File: src/design/nearest_colour_window_search_assert.svh
// assertion macros for the nearest colour window search block
// used by nearest_colour_window_search.sv, expects clk and rst_n in scope
`ifndef NEAREST_COLOUR_WINDOW_SEARCH_ASSERT_SVH
`define NEAREST_COLOUR_WINDOW_SEARCH_ASSERT_SVH

`ifndef SYNTHESIS

// checked only out of reset
`define NCWS_ASSERT(label, prop, msg) \
  label: assert property (@(posedge clk) disable iff (!rst_n) prop) else $error(msg);

// checked on every edge, reset included
`define NCWS_ASSERT_ALWAYS(label, prop, msg) \
  label: assert property (@(posedge clk) prop) else $error(msg);

`else

`define NCWS_ASSERT(label, prop, msg)
`define NCWS_ASSERT_ALWAYS(label, prop, msg)

`endif

`endif

File: src/design/ncws_pkg.sv
// package for the nearest colour window search block
// widths, register indexes and the colour distance helper; no dependencies
package ncws_pkg;

  localparam int COORD_W     = 11;
  localparam int COLOR_W     = 8;
  localparam int DIST_W      = 18;
  localparam int SQ_W        = 2 * COLOR_W;
  localparam int RANK_W      = 15;
  localparam int RING_W      = 6;
  localparam int RINGS_W     = 7;
  localparam int OFF_W       = 11;
  localparam int CFG_IDX_W   = 3;
  localparam int CFG_DATA_W  = 11;

  localparam logic [RINGS_W-1:0] MAX_RINGS   = 7'd64;
  localparam logic [RINGS_W-1:0] RINGS_RESET = 7'd50;

  typedef enum logic [CFG_IDX_W-1:0] {
    REG_TARGET_RED   = 3'd0,
    REG_TARGET_GREEN = 3'd1,
    REG_TARGET_BLUE  = 3'd2,
    REG_CENTER_X     = 3'd3,
    REG_CENTER_Y     = 3'd4,
    REG_WINDOW_RINGS = 3'd5
  } cfg_reg_t;

  function automatic logic [SQ_W-1:0] sq_diff(input logic [COLOR_W-1:0] a,
                                              input logic [COLOR_W-1:0] b);
    logic [COLOR_W-1:0] d;
    d = (a > b) ? (a - b) : (b - a);
    return d * d;
  endfunction

endpackage

File: src/design/nearest_colour_window_search.sv
// nearest colour search over square rings around a centre, pixel stream in
// the result is registered: the last pixel passes the input register and stage b before the result register loads
// throughput: one pixel per cycle while not stalled; input register, ring/distance stage, update stage
// the pipeline stalls only when a frame's last pixel meets a result not yet taken
// reset (rst_n low, synchronous) empties the pipeline, clears the search state
// and sets targets and centre to 0 and the ring count to 50
`include "nearest_colour_window_search_assert.svh"

module nearest_colour_window_search (
  input  logic                               clk,
  input  logic                               rst_n,
  input  logic                               in_valid,
  output logic                               in_ready,
  input  logic [ncws_pkg::COORD_W-1:0]       in_pixel_x,
  input  logic [ncws_pkg::COORD_W-1:0]       in_pixel_y,
  input  logic [ncws_pkg::COLOR_W-1:0]       in_pixel_red,
  input  logic [ncws_pkg::COLOR_W-1:0]       in_pixel_green,
  input  logic [ncws_pkg::COLOR_W-1:0]       in_pixel_blue,
  input  logic                               in_last_pixel,
  output logic                               out_valid,
  input  logic                               out_ready,
  output logic [ncws_pkg::COORD_W-1:0]       out_found_x,
  output logic [ncws_pkg::COORD_W-1:0]       out_found_y,
  output logic                               out_found,
  output logic [ncws_pkg::DIST_W-1:0]        out_best_distance_sq,
  input  logic                               cfg_valid,
  output logic                               cfg_ready,
  input  logic [ncws_pkg::CFG_IDX_W-1:0]     cfg_index,
  input  logic [ncws_pkg::CFG_DATA_W-1:0]    cfg_data
);
  import ncws_pkg::*;

  // configuration registers
  logic [COLOR_W-1:0] target_red_r, target_green_r, target_blue_r;
  logic [COORD_W-1:0] center_x_r, center_y_r;
  logic [RINGS_W-1:0] window_rings_r;

  assign cfg_ready = 1'b1;

  always_ff @(posedge clk) begin
    if (!rst_n) begin
      target_red_r   <= '0;
      target_green_r <= '0;
      target_blue_r  <= '0;
      center_x_r     <= '0;
      center_y_r     <= '0;
      window_rings_r <= RINGS_RESET;
    end else if (cfg_valid && cfg_ready) begin
      case (cfg_reg_t'(cfg_index))
        REG_TARGET_RED:   target_red_r   <= cfg_data[COLOR_W-1:0];
        REG_TARGET_GREEN: target_green_r <= cfg_data[COLOR_W-1:0];
        REG_TARGET_BLUE:  target_blue_r  <= cfg_data[COLOR_W-1:0];
        REG_CENTER_X:     center_x_r     <= cfg_data[COORD_W-1:0];
        REG_CENTER_Y:     center_y_r     <= cfg_data[COORD_W-1:0];
        REG_WINDOW_RINGS: window_rings_r <= cfg_data[RINGS_W-1:0];
        default: ;
      endcase
    end
  end

  // pipeline handshake
  logic a_valid_r, b_valid_r, out_valid_r;
  logic b_last_r;
  logic b_retire, b_ready, a_move, in_take;

  assign b_retire = b_valid_r && !(b_last_r && out_valid_r && !out_ready);
  assign b_ready  = !b_valid_r || b_retire;
  assign a_move   = a_valid_r && b_ready;
  assign in_ready = !a_valid_r || b_ready;
  assign in_take  = in_valid && in_ready;

  // stage a: input register
  logic [COORD_W-1:0] a_x_r, a_y_r;
  logic [COLOR_W-1:0] a_red_r, a_green_r, a_blue_r;
  logic               a_last_r;

  always_ff @(posedge clk) begin
    if (!rst_n) begin
      a_valid_r <= 1'b0;
    end else if (in_take) begin
      a_valid_r <= 1'b1;
    end else if (a_move) begin
      a_valid_r <= 1'b0;
    end
  end

  always_ff @(posedge clk) begin
    if (in_take) begin
      a_x_r     <= in_pixel_x;
      a_y_r     <= in_pixel_y;
      a_red_r   <= in_pixel_red;
      a_green_r <= in_pixel_green;
      a_blue_r  <= in_pixel_blue;
      a_last_r  <= in_last_pixel;
    end
  end

  // ring membership and scan rank
  logic signed [COORD_W:0]   dx, dy;
  logic [COORD_W-1:0]        adx, ady, ring_i;
  logic [RINGS_W-1:0]        rings_eff;
  logic                      on_top, on_bottom, on_right, in_win, searched;
  logic [RING_W-1:0]         i6;
  logic signed [OFF_W-1:0]   i_s, dx_s, dy_s, i_x3, i_x4, i_x5, i_x7, off;
  logic [2*RING_W-1:0]       i_prod;
  logic [RANK_W-1:0]         rank;
  logic [DIST_W-1:0]         colour_dist;

  always_comb begin
    dx  = $signed({1'b0, a_x_r}) - $signed({1'b0, center_x_r});
    dy  = $signed({1'b0, a_y_r}) - $signed({1'b0, center_y_r});
    adx = dx[COORD_W] ? (~dx[COORD_W-1:0] + 1'b1) : dx[COORD_W-1:0];
    ady = dy[COORD_W] ? (~dy[COORD_W-1:0] + 1'b1) : dy[COORD_W-1:0];
    ring_i    = (adx > ady) ? adx : ady;
    rings_eff = (window_rings_r > MAX_RINGS) ? MAX_RINGS : window_rings_r;
    in_win    = (ring_i != '0) &&
                (ring_i < {{(COORD_W-RINGS_W){1'b0}}, rings_eff});
    on_top    = !dy[COORD_W] && (ady == ring_i);
    on_bottom =  dy[COORD_W] && (ady == ring_i);
    on_right  = !dx[COORD_W] && (adx == ring_i);
    // the (+i,+i) corner is skipped by the scan
    searched  = in_win && !(on_top && on_right);

    i6   = ring_i[RING_W-1:0];
    i_s  = $signed({{(OFF_W-RING_W){1'b0}}, i6});
    dx_s = dx[OFF_W-1:0];
    dy_s = dy[OFF_W-1:0];
    i_x3 = (i_s <<< 1) + i_s;
    i_x4 = i_s <<< 2;
    i_x5 = i_x4 + i_s;
    i_x7 = (i_s <<< 3) - i_s;
    if (on_top) begin
      off = dx_s + i_s;
    end else if (on_bottom) begin
      off = (dx_s < i_s) ? (i_x3 + dx_s) : i_x4;
    end else if (on_right) begin
      off = i_x5 + dy_s;
    end else begin
      off = i_x7 + dy_s;
    end
    i_prod = {{RING_W{1'b0}}, i6} * ({{RING_W{1'b0}}, i6} - (2*RING_W)'(1));
    rank   = RANK_W'({i_prod, 2'b00}) + RANK_W'(off[OFF_W-2:0]);

    colour_dist = DIST_W'(sq_diff(a_red_r, target_red_r)) +
                  DIST_W'(sq_diff(a_green_r, target_green_r)) +
                  DIST_W'(sq_diff(a_blue_r, target_blue_r));
  end

  // stage b: ranked candidate
  logic               b_searched_r;
  logic [COORD_W-1:0] b_x_r, b_y_r;
  logic [DIST_W-1:0]  b_dist_r;
  logic [RANK_W-1:0]  b_rank_r;

  always_ff @(posedge clk) begin
    if (!rst_n) begin
      b_valid_r <= 1'b0;
    end else if (a_move) begin
      b_valid_r <= 1'b1;
    end else if (b_retire) begin
      b_valid_r <= 1'b0;
    end
  end

  always_ff @(posedge clk) begin
    if (a_move) begin
      b_searched_r <= searched;
      b_last_r     <= a_last_r;
      b_x_r        <= a_x_r;
      b_y_r        <= a_y_r;
      b_dist_r     <= colour_dist;
      b_rank_r     <= rank;
    end
  end

  // best-so-far state and the compare
  logic               have_best_r;
  logic [DIST_W-1:0]  best_dist_r;
  logic [RANK_W-1:0]  best_rank_r;
  logic [COORD_W-1:0] best_col_r, best_row_r;
  logic               better, take, m_have;
  logic [DIST_W-1:0]  m_dist;
  logic [COORD_W-1:0] m_col, m_row;

  always_comb begin
    better = !have_best_r || (b_dist_r < best_dist_r) ||
             ((b_dist_r == best_dist_r) && (b_rank_r < best_rank_r));
    take   = b_searched_r && better;
    m_have = have_best_r || b_searched_r;
    m_dist = take ? b_dist_r : best_dist_r;
    m_col  = take ? b_x_r : best_col_r;
    m_row  = take ? b_y_r : best_row_r;
  end

  always_ff @(posedge clk) begin
    if (!rst_n) begin
      have_best_r <= 1'b0;
      best_dist_r <= '0;
      best_rank_r <= '0;
      best_col_r  <= '0;
      best_row_r  <= '0;
    end else if (b_retire) begin
      if (b_last_r) begin
        // frame done, start over
        have_best_r <= 1'b0;
        best_dist_r <= '0;
        best_rank_r <= '0;
        best_col_r  <= '0;
        best_row_r  <= '0;
      end else if (take) begin
        have_best_r <= 1'b1;
        best_dist_r <= b_dist_r;
        best_rank_r <= b_rank_r;
        best_col_r  <= b_x_r;
        best_row_r  <= b_y_r;
      end
    end
  end

  // result register
  logic               out_found_r;
  logic [COORD_W-1:0] out_found_x_r, out_found_y_r;
  logic [DIST_W-1:0]  out_dist_r;
  logic               out_load;

  assign out_load = b_retire && b_last_r;

  always_ff @(posedge clk) begin
    if (!rst_n) begin
      out_valid_r <= 1'b0;
    end else if (out_load) begin
      out_valid_r <= 1'b1;
    end else if (out_ready) begin
      out_valid_r <= 1'b0;
    end
  end

  always_ff @(posedge clk) begin
    if (out_load) begin
      out_found_r   <= m_have;
      out_found_x_r <= m_have ? m_col : '0;
      out_found_y_r <= m_have ? m_row : '0;
      out_dist_r    <= m_have ? m_dist : '0;
    end
  end

  assign out_valid            = out_valid_r;
  assign out_found            = out_found_r;
  assign out_found_x          = out_found_x_r;
  assign out_found_y          = out_found_y_r;
  assign out_best_distance_sq = out_dist_r;

  `NCWS_ASSERT_ALWAYS(a_reset_empties, !rst_n |=> !out_valid_r && !a_valid_r && !b_valid_r, "pipeline not empty after reset")
  `NCWS_ASSERT(a_stall_only_on_last, b_valid_r && !b_retire |-> b_last_r && out_valid_r, "update stage stalled without a pending result")
  `NCWS_ASSERT(a_clear_after_frame, out_load |=> !have_best_r && out_valid_r, "search state not cleared after a frame")
  `NCWS_ASSERT(a_empty_result_zero, out_valid_r && !out_found_r |-> out_found_x_r == '0 && out_found_y_r == '0 && out_dist_r == '0, "empty result carries nonzero fields")

endmodule

File: config.mk
export PLATFORM = sky130hd
export DESIGN_NAME = nearest_colour_window_search
export DESIGN_NICKNAME = d
export VERILOG_FILES = /design/src/design/ncws_pkg.sv /design/src/design/nearest_colour_window_search.sv
export VERILOG_INCLUDE_DIRS = /design/src /design/src/design
export SDC_FILE = /design/constraint.sdc
export NUM_CORES = 1
export LEC_CHECK = 0
export BUFFER_PORTS_ARGS = -buffer_cell sky130_fd_sc_hd__buf_2
export CAP_MARGIN = 0
export CORE_MARGIN = 4
export CORE_UTILIZATION = 40
export DETAILED_ROUTE_END_ITERATION = 6
export PLACE_DENSITY = 0.63
export SLEW_MARGIN = 30
export SYNTH_ARGS = -nofsm -noshare
export SYNTH_HDL_FRONTEND = slang
export SYNTH_SLANG_ARGS = --single-unit
File: constraint.sdc
create_clock -name clk -period 8.93 [get_ports clk]
set_input_delay 0.4465 -clock clk [delete_from_list [all_inputs] [get_ports clk]]
set_output_delay 0.4465 -clock clk [all_outputs]
set_load 0.01 [all_outputs]
Word level (Yosys, flattened, before mapping)

Index checks and enable logic that the tools add are counted.

Register bits: 257
Bits in latches: 0
Memory bits (writable): 0
Memory bits (read-only): 0
Bits of input ports: 66
Output and inout port bits: 44
Logic and storage cells: 141
Memories: 0

Add/sub/neg operators: 21
$mul: 4
Div/mod/pow operators: 0
Magnitude comparators: 9
Equality and inequality tests: 8
Shift operators: 0
Mux-type cells: 27
Bitwise operators: 2
Reductions and logical operators: 40

Operators by type and width:

| operator                                                        | number |
|---|---|
| 11-bit 2-to-1 mux                                               | 7 |
| 8-bit by 8-bit multiplier with 16-bit output                    | 3 |
| 8-bit subtractor                                                | 6 |
| 10-bit 2-to-1 mux                                               | 4 |
| 18-bit 2-to-1 mux                                               | 2 |
| 15-bit 2-to-1 mux                                               | 2 |
| 8-bit > comparator                                              | 3 |
| 8-bit 2-to-1 mux                                                | 3 |
| 11-bit by 11-bit subtractor with 12-bit output                  | 2 |
| 11-bit by 1-bit adder with 11-bit output, second input constant | 2 |
| 11-bit equality test                                            | 2 |
| 11-bit by 7-bit < comparator with 1-bit output                  | 2 |
| 11-bit NOT                                                      | 2 |
| 10-bit adder                                                    | 2 |
| 17-bit by 16-bit adder with 18-bit output                       | 1 |
| 18-bit equality test                                            | 1 |
| 18-bit < comparator                                             | 1 |
| 16-bit by 16-bit adder with 17-bit output                       | 1 |
| 14-bit by 10-bit adder with 15-bit output                       | 1 |
| 15-bit < comparator                                             | 1 |
| 1-bit logical AND                                               | 14 |
| 2-bit AND reduction                                             | 7 |
| 7-bit by 7-bit multiplier with 12-bit output                    | 1 |
| 11-bit > comparator                                             | 1 |
| other kinds (17)                                                | 40 |

Longest topological paths before layout

Word-level depth: 12
Depth in mapped cells: 47
Gate-level depth less buffers: 44

Least setup slack after synthesis

OpenSTA, ideal clock, no wires.

Path type: reg2reg
Start point: register a_blue_r[0]
End point: register b_dist_r[17], data pin
Library setup time: 0.195 ns
Arrival time: 9.359 ns
Data required time: 8.735 ns
Setup slack: -0.624 ns
Stages on the path, launching flop included: 37
Path buffers: 0
Clock period less this slack: 9.554 ns
Path through: edfxtp_1 > inv_1 > ha_1 > inv_1 > fa_1 > a21o_1 > a21oi_1 > o21bai_1 > a21oi_1 > o21bai_1 > a21oi_1 > nor2_1 > o31a_1 > a31o_2 > a211oi_1 > nor2_1 > fa_1 > inv_1 > fa_1 > inv_1 > fa_1 > fa_1 > fa_1 > fa_1 > fa_1 > ha_1 > o21ai_0 > a21boi_0 > o21ai_0 > a21boi_0 > o21ai_0 > a21boi_0 > o21ai_0 > a21oi_1 > o21ai_0 > or4b_2 > o311ai_0

Word-level cells in the longest chain between the ends: 4
Elaborated cells between the ends (all ways): 6
Those cells by class: 3 x add/sub; 1 x mul; 1 x order compare; 1 x mux

Ends and longest elaborated chain:

| item                                                   | line                                | text |
|---|---|---|
| start, declared                                        | nearest_colour_window_search.sv:74  | `logic [COLOR_W-1:0] a_red_r, a_green_r, a_blue_r;` |
| start signal, assigned                                 | nearest_colour_window_search.sv:93  | `a_blue_r <= in_pixel_blue;` |
| 8-bit subtractor or 8-bit > comparator (tied branches) | ncws_pkg.sv:31                      | `d = (a > b) ? (a - b) : (b - a);` |
| 8-bit 2-to-1 mux (*)                                   | ncws_pkg.sv:31                      |  |
| 8-bit by 8-bit multiplier with 16-bit output (*)       | ncws_pkg.sv:32                      | `return d * d;` |
| 17-bit by 16-bit adder with 18-bit output (*)          | nearest_colour_window_search.sv:145 | `DIST_W'(sq_diff(a_green_r, target_green_r)) +` |
| via colour_dist[17]                                    | nearest_colour_window_search.sv:107 | `logic [DIST_W-1:0] colour_dist;` |
| end signal, assigned                                   | nearest_colour_window_search.sv:171 | `b_dist_r <= colour_dist;` |
| end, declared                                          | nearest_colour_window_search.sv:152 | `logic [DIST_W-1:0] b_dist_r;` |

The timed path passes the listed nets; every way through them passes the cells marked *.
A chain may end at the register's enable or synchronous reset.

Final worst setup path

Start point: register a_x_r[0]
End point: register b_rank_r[13], data pin

Word-level cells in the longest chain between the ends: 12
Elaborated cells between the ends (all ways): 27
Those cells by class: 11 x add/sub; 1 x mul; 2 x order compare; 2 x eq/ne; 6 x mux; 1 x bitwise; 4 x reduce/logical

Ends and longest elaborated chain:

| item                                                                                  | line                                | text |
|---|---|---|
| start, declared                                                                       | nearest_colour_window_search.sv:73  | `logic [COORD_W-1:0] a_x_r, a_y_r;` |
| start signal, assigned                                                                | nearest_colour_window_search.sv:89  | `a_x_r <= in_pixel_x;` |
| 11-bit by 11-bit subtractor with 12-bit output (*)                                    | nearest_colour_window_search.sv:110 | `dx = $signed({1'b0, a_x_r}) - $signed({1'b0, center_x_r});` |
| branches (longest 10 deep; another with 7-bit by 7-bit multiplier with 12-bit output) | n/a                                 |  |
| 14-bit by 10-bit adder with 15-bit output (*)                                         | nearest_colour_window_search.sv:142 | `rank = RANK_W'({i_prod, 2'b00}) + RANK_W'(off[OFF_W-2:0]);` |
| via rank[13]                                                                          | nearest_colour_window_search.sv:106 | `logic [RANK_W-1:0] rank;` |
| end signal, assigned                                                                  | nearest_colour_window_search.sv:172 | `b_rank_r <= rank;` |
| end, declared                                                                         | nearest_colour_window_search.sv:153 | `logic [RANK_W-1:0] b_rank_r;` |

Mark *: on every way through the listed nets, which the timed path passes.

==> flow_metrics.env <==
export IMPL_status="finished with violations"
export IMPL_violations="design-rule violations, negative setup slack"
export IMPL_finalSetupViolations=2
export IMPL_dp_cells=3547
export IMPL_ys_types=82
export IMPL_grt_remaining_overflow=0
export IMPL_clock_root_buffer="clkbuf_16"
export IMPL_antenna_found_initial=1
export IMPL_vias_per_cell=5.00
export IMPL_gp_congestion=0.889
export IMPL_antenna_cells=0
export IMPL_syn2layout_area_growth_pct=27.6
export IMPL_path_max_fanout=6
export IMPL_most_common_layout_cells="inv_1, buf_4, ha_1, nor2_1, nand2_1"
export IMPL_core_area_mm2=0.0567
export IMPL_wl_um=63200
export IMPL_seq_area_frac_synth_pct=28.7
export IMPL_worst_slew_pin_slew_ns=0.920
export IMPL_via_count=18400
export IMPL_critPathMaxStageDelay_ns=0.54
export IMPL_syn_avg_cell_area_um2=9.56
export IMPL_synthFlopType="edfxtp_1"
export IMPL_end_kind="flop"
export IMPL_grt_pass1_wl_um=100000
export IMPL_relSlewSlack_pct=38.5
export IMPL_dieArea_mm2=0.0614
export IMPL_finClkSkew_ns=0.0465
export IMPL_rrSetupSlack_ns=-0.03
export IMPL_clock_latency_ns=0.61
export IMPL_routedWlPerCell_um=17.2
export IMPL_max_freq_mhz=112
export IMPL_drive_above_1_share_pct=24.7
export IMPL_die_w_um=248
export IMPL_worstSetupPathType="flop to flop"
export IMPL_nets=3440
export IMPL_maxCapViolCount=0
export IMPL_place_hpwl_um=50900
export IMPL_ioPinCount=110
export IMPL_port_buffers=108
export IMPL_synth_edf_count=145
export IMPL_row_count=87
export IMPL_final_cells=3678
export IMPL_worst_ep_arrival_time_ns=9.32
export IMPL_synth_async_reset_ratio_pct=0
export IMPL_cts_tree="built"
export IMPL_yosys_register_bits=257
export IMPL_cpMaxStageDelayCell="fa_1"
export IMPL_layout_setup_ws_ns=-0.0299
export IMPL_syn_area_mm2=0.0230
export IMPL_crit_required_ns=9.29
export IMPL_dr_pass1_iters=7
export IMPL_path_buf_inv=8
export IMPL_syn_nets=2950
export IMPL_grt_usage_pct=20.4
export IMPL_period_minus_slack_ns=8.96
export IMPL_die_height_um=248
export IMPL_hp_class="input port to flop"
export IMPL_synth_top_area_share_pct=18.9
export IMPL_h_tree_depth=1
export IMPL_drtIter0Drc=1141
export IMPL_mostFrequentLayoutCell="inv_1"
export IMPL_cts_made_buffers=30
export IMPL_fill_cells=5190
export IMPL_finalMaxSlewViolations=0
export IMPL_cp_start_kind="flop"
export IMPL_cts_buffer_depth=3
export IMPL_timing_final_hold_violations=0
export IMPL_rsz0062_at_grt="true"
export IMPL_post_route_drc_count=3
export IMPL_initial_core_util_pct=40.6
export IMPL_grt_max_degree=58
export IMPL_grt_pass1_vias=18700
export IMPL_timing_final_crit_share_pct=100
export IMPL_synth_top_area_cell="edfxtp_1"
export IMPL_syn_inst=2408
export IMPL_synth_area_top_cells="edfxtp_1, ha_1, fa_1"
export IMPL_numClockSinks=257
export IMPL_cts_clk_slew_worst_paths_ns=0.06
export IMPL_path_delay_family="adder cells"
export IMPL_ys_warn_count=0
export IMPL_ant_nets=0
Yosys cell counts (all sizes together), types with 22 or more instances:
library cell / instances
a21o: 47
nor2: 207
a21oi: 156
xnor2: 84
inv: 413
fa: 171
nor2b: 24
edfxtp: 145
nand2: 181
a22o: 55
o21bai: 26
mux2i: 62
o21a: 22
ha: 305
dfxtp: 112
nand2b: 25
clkbuf: 42
o21ai: 62
xor2: 34
path summary, 6_finish.rpt:
path                       start      endpoint  cells past startpoint
setup / recovery        a_x_r[0]  b_rank_r[13]                     41
hold / removal    in_pixel_y[10]     a_y_r[10]                      1
setup reg to reg        a_x_r[0]  b_rank_r[13]                     41
hold reg to reg         a_last_r      b_last_r                      0
layer usage:
layer	part of all wire, %	global-route usage, %	wire (um)
met3	4.1	1.88	2580
met1	48	29.5	30200
met4	1.7	3.88	1110
met5	0	0	0
met2	46	33.7	29300
repair_timing:
item                                   4_1_cts  5_1_grt
gates resized for setup                     49      115
hold buffers                                22        0
pin swaps                                   44       89
endpoints found under the hold margin       22        0
buffers inserted                            24       30
setup endpoints to repair                    8       12
final cells by class:
class	count	area [um^2]	share of cell area (%)
Clock buffer	37	838	2.85
Clock inverter	19	220	0.750
Inverter	413	1560	5.30
Multi-Input combinational cell	1684	15500	52.8
Sequential cell	257	6600	22.5
Tap cell	756	946	3.22
Timing Repair Buffer	512	3700	12.6
state kept, by name, indices dropped and copies added, names as in the netlist, 11 cells and up:
name                  flops
a_x_r                    11
b_y_r                    11
center_x_r               11
b_x_r                    11
b_rank_r                 15
out_best_distance_sq     18
b_dist_r                 18
best_row_r               11
out_found_x              11
best_col_r               11
out_found_y              11
a_y_r                    11
best_rank_r              15
best_dist_r              18
center_y_r               11
cells by family (layout without fill, tap and decap cells):
| kind of cell | count (synthesis) | in the layout | share of synthesized area (%) |
|---|---|---|---|
| muxes | 67 | 67 | 2.97 |
| adders and majority gates | 477 | 477 | 31.5 |
| AOI/OAI and AO/OA | 459 | 459 | 13.2 |
| and+or+nand+nor | 560 | 560 | 11.1 |
| buffers and inverters | 467 | 981 | 7.80 |
| other | 1 | 1 | 0.0163 |
| xor gates and xnor gates | 120 | 120 | 4.69 |
| DFF | 257 | 257 | 28.7 |
per-stage QoR:
step                utilization (%)  cell area, um^2  setup WS [ns]  hold slack [ns]  setup TNS (ns)
CTS                            50.5            28600        0.00125         0.000280               0
finish                         51.8            29400        -0.0299           0.0375         -0.0400
global placement               47.5            26900         -0.398            0.418           -1.01
global route                   51.8            29400         -0.386          0.00887           -2.11
floorplan                         -            23200        -0.0183            0.400         -0.0183
detailed placement             47.6            27000         -0.671            0.433           -2.37
Power is left out: the tool's default activity adds up to more than one toggle a clock period on the data nets, which glitch-free logic cannot reach.
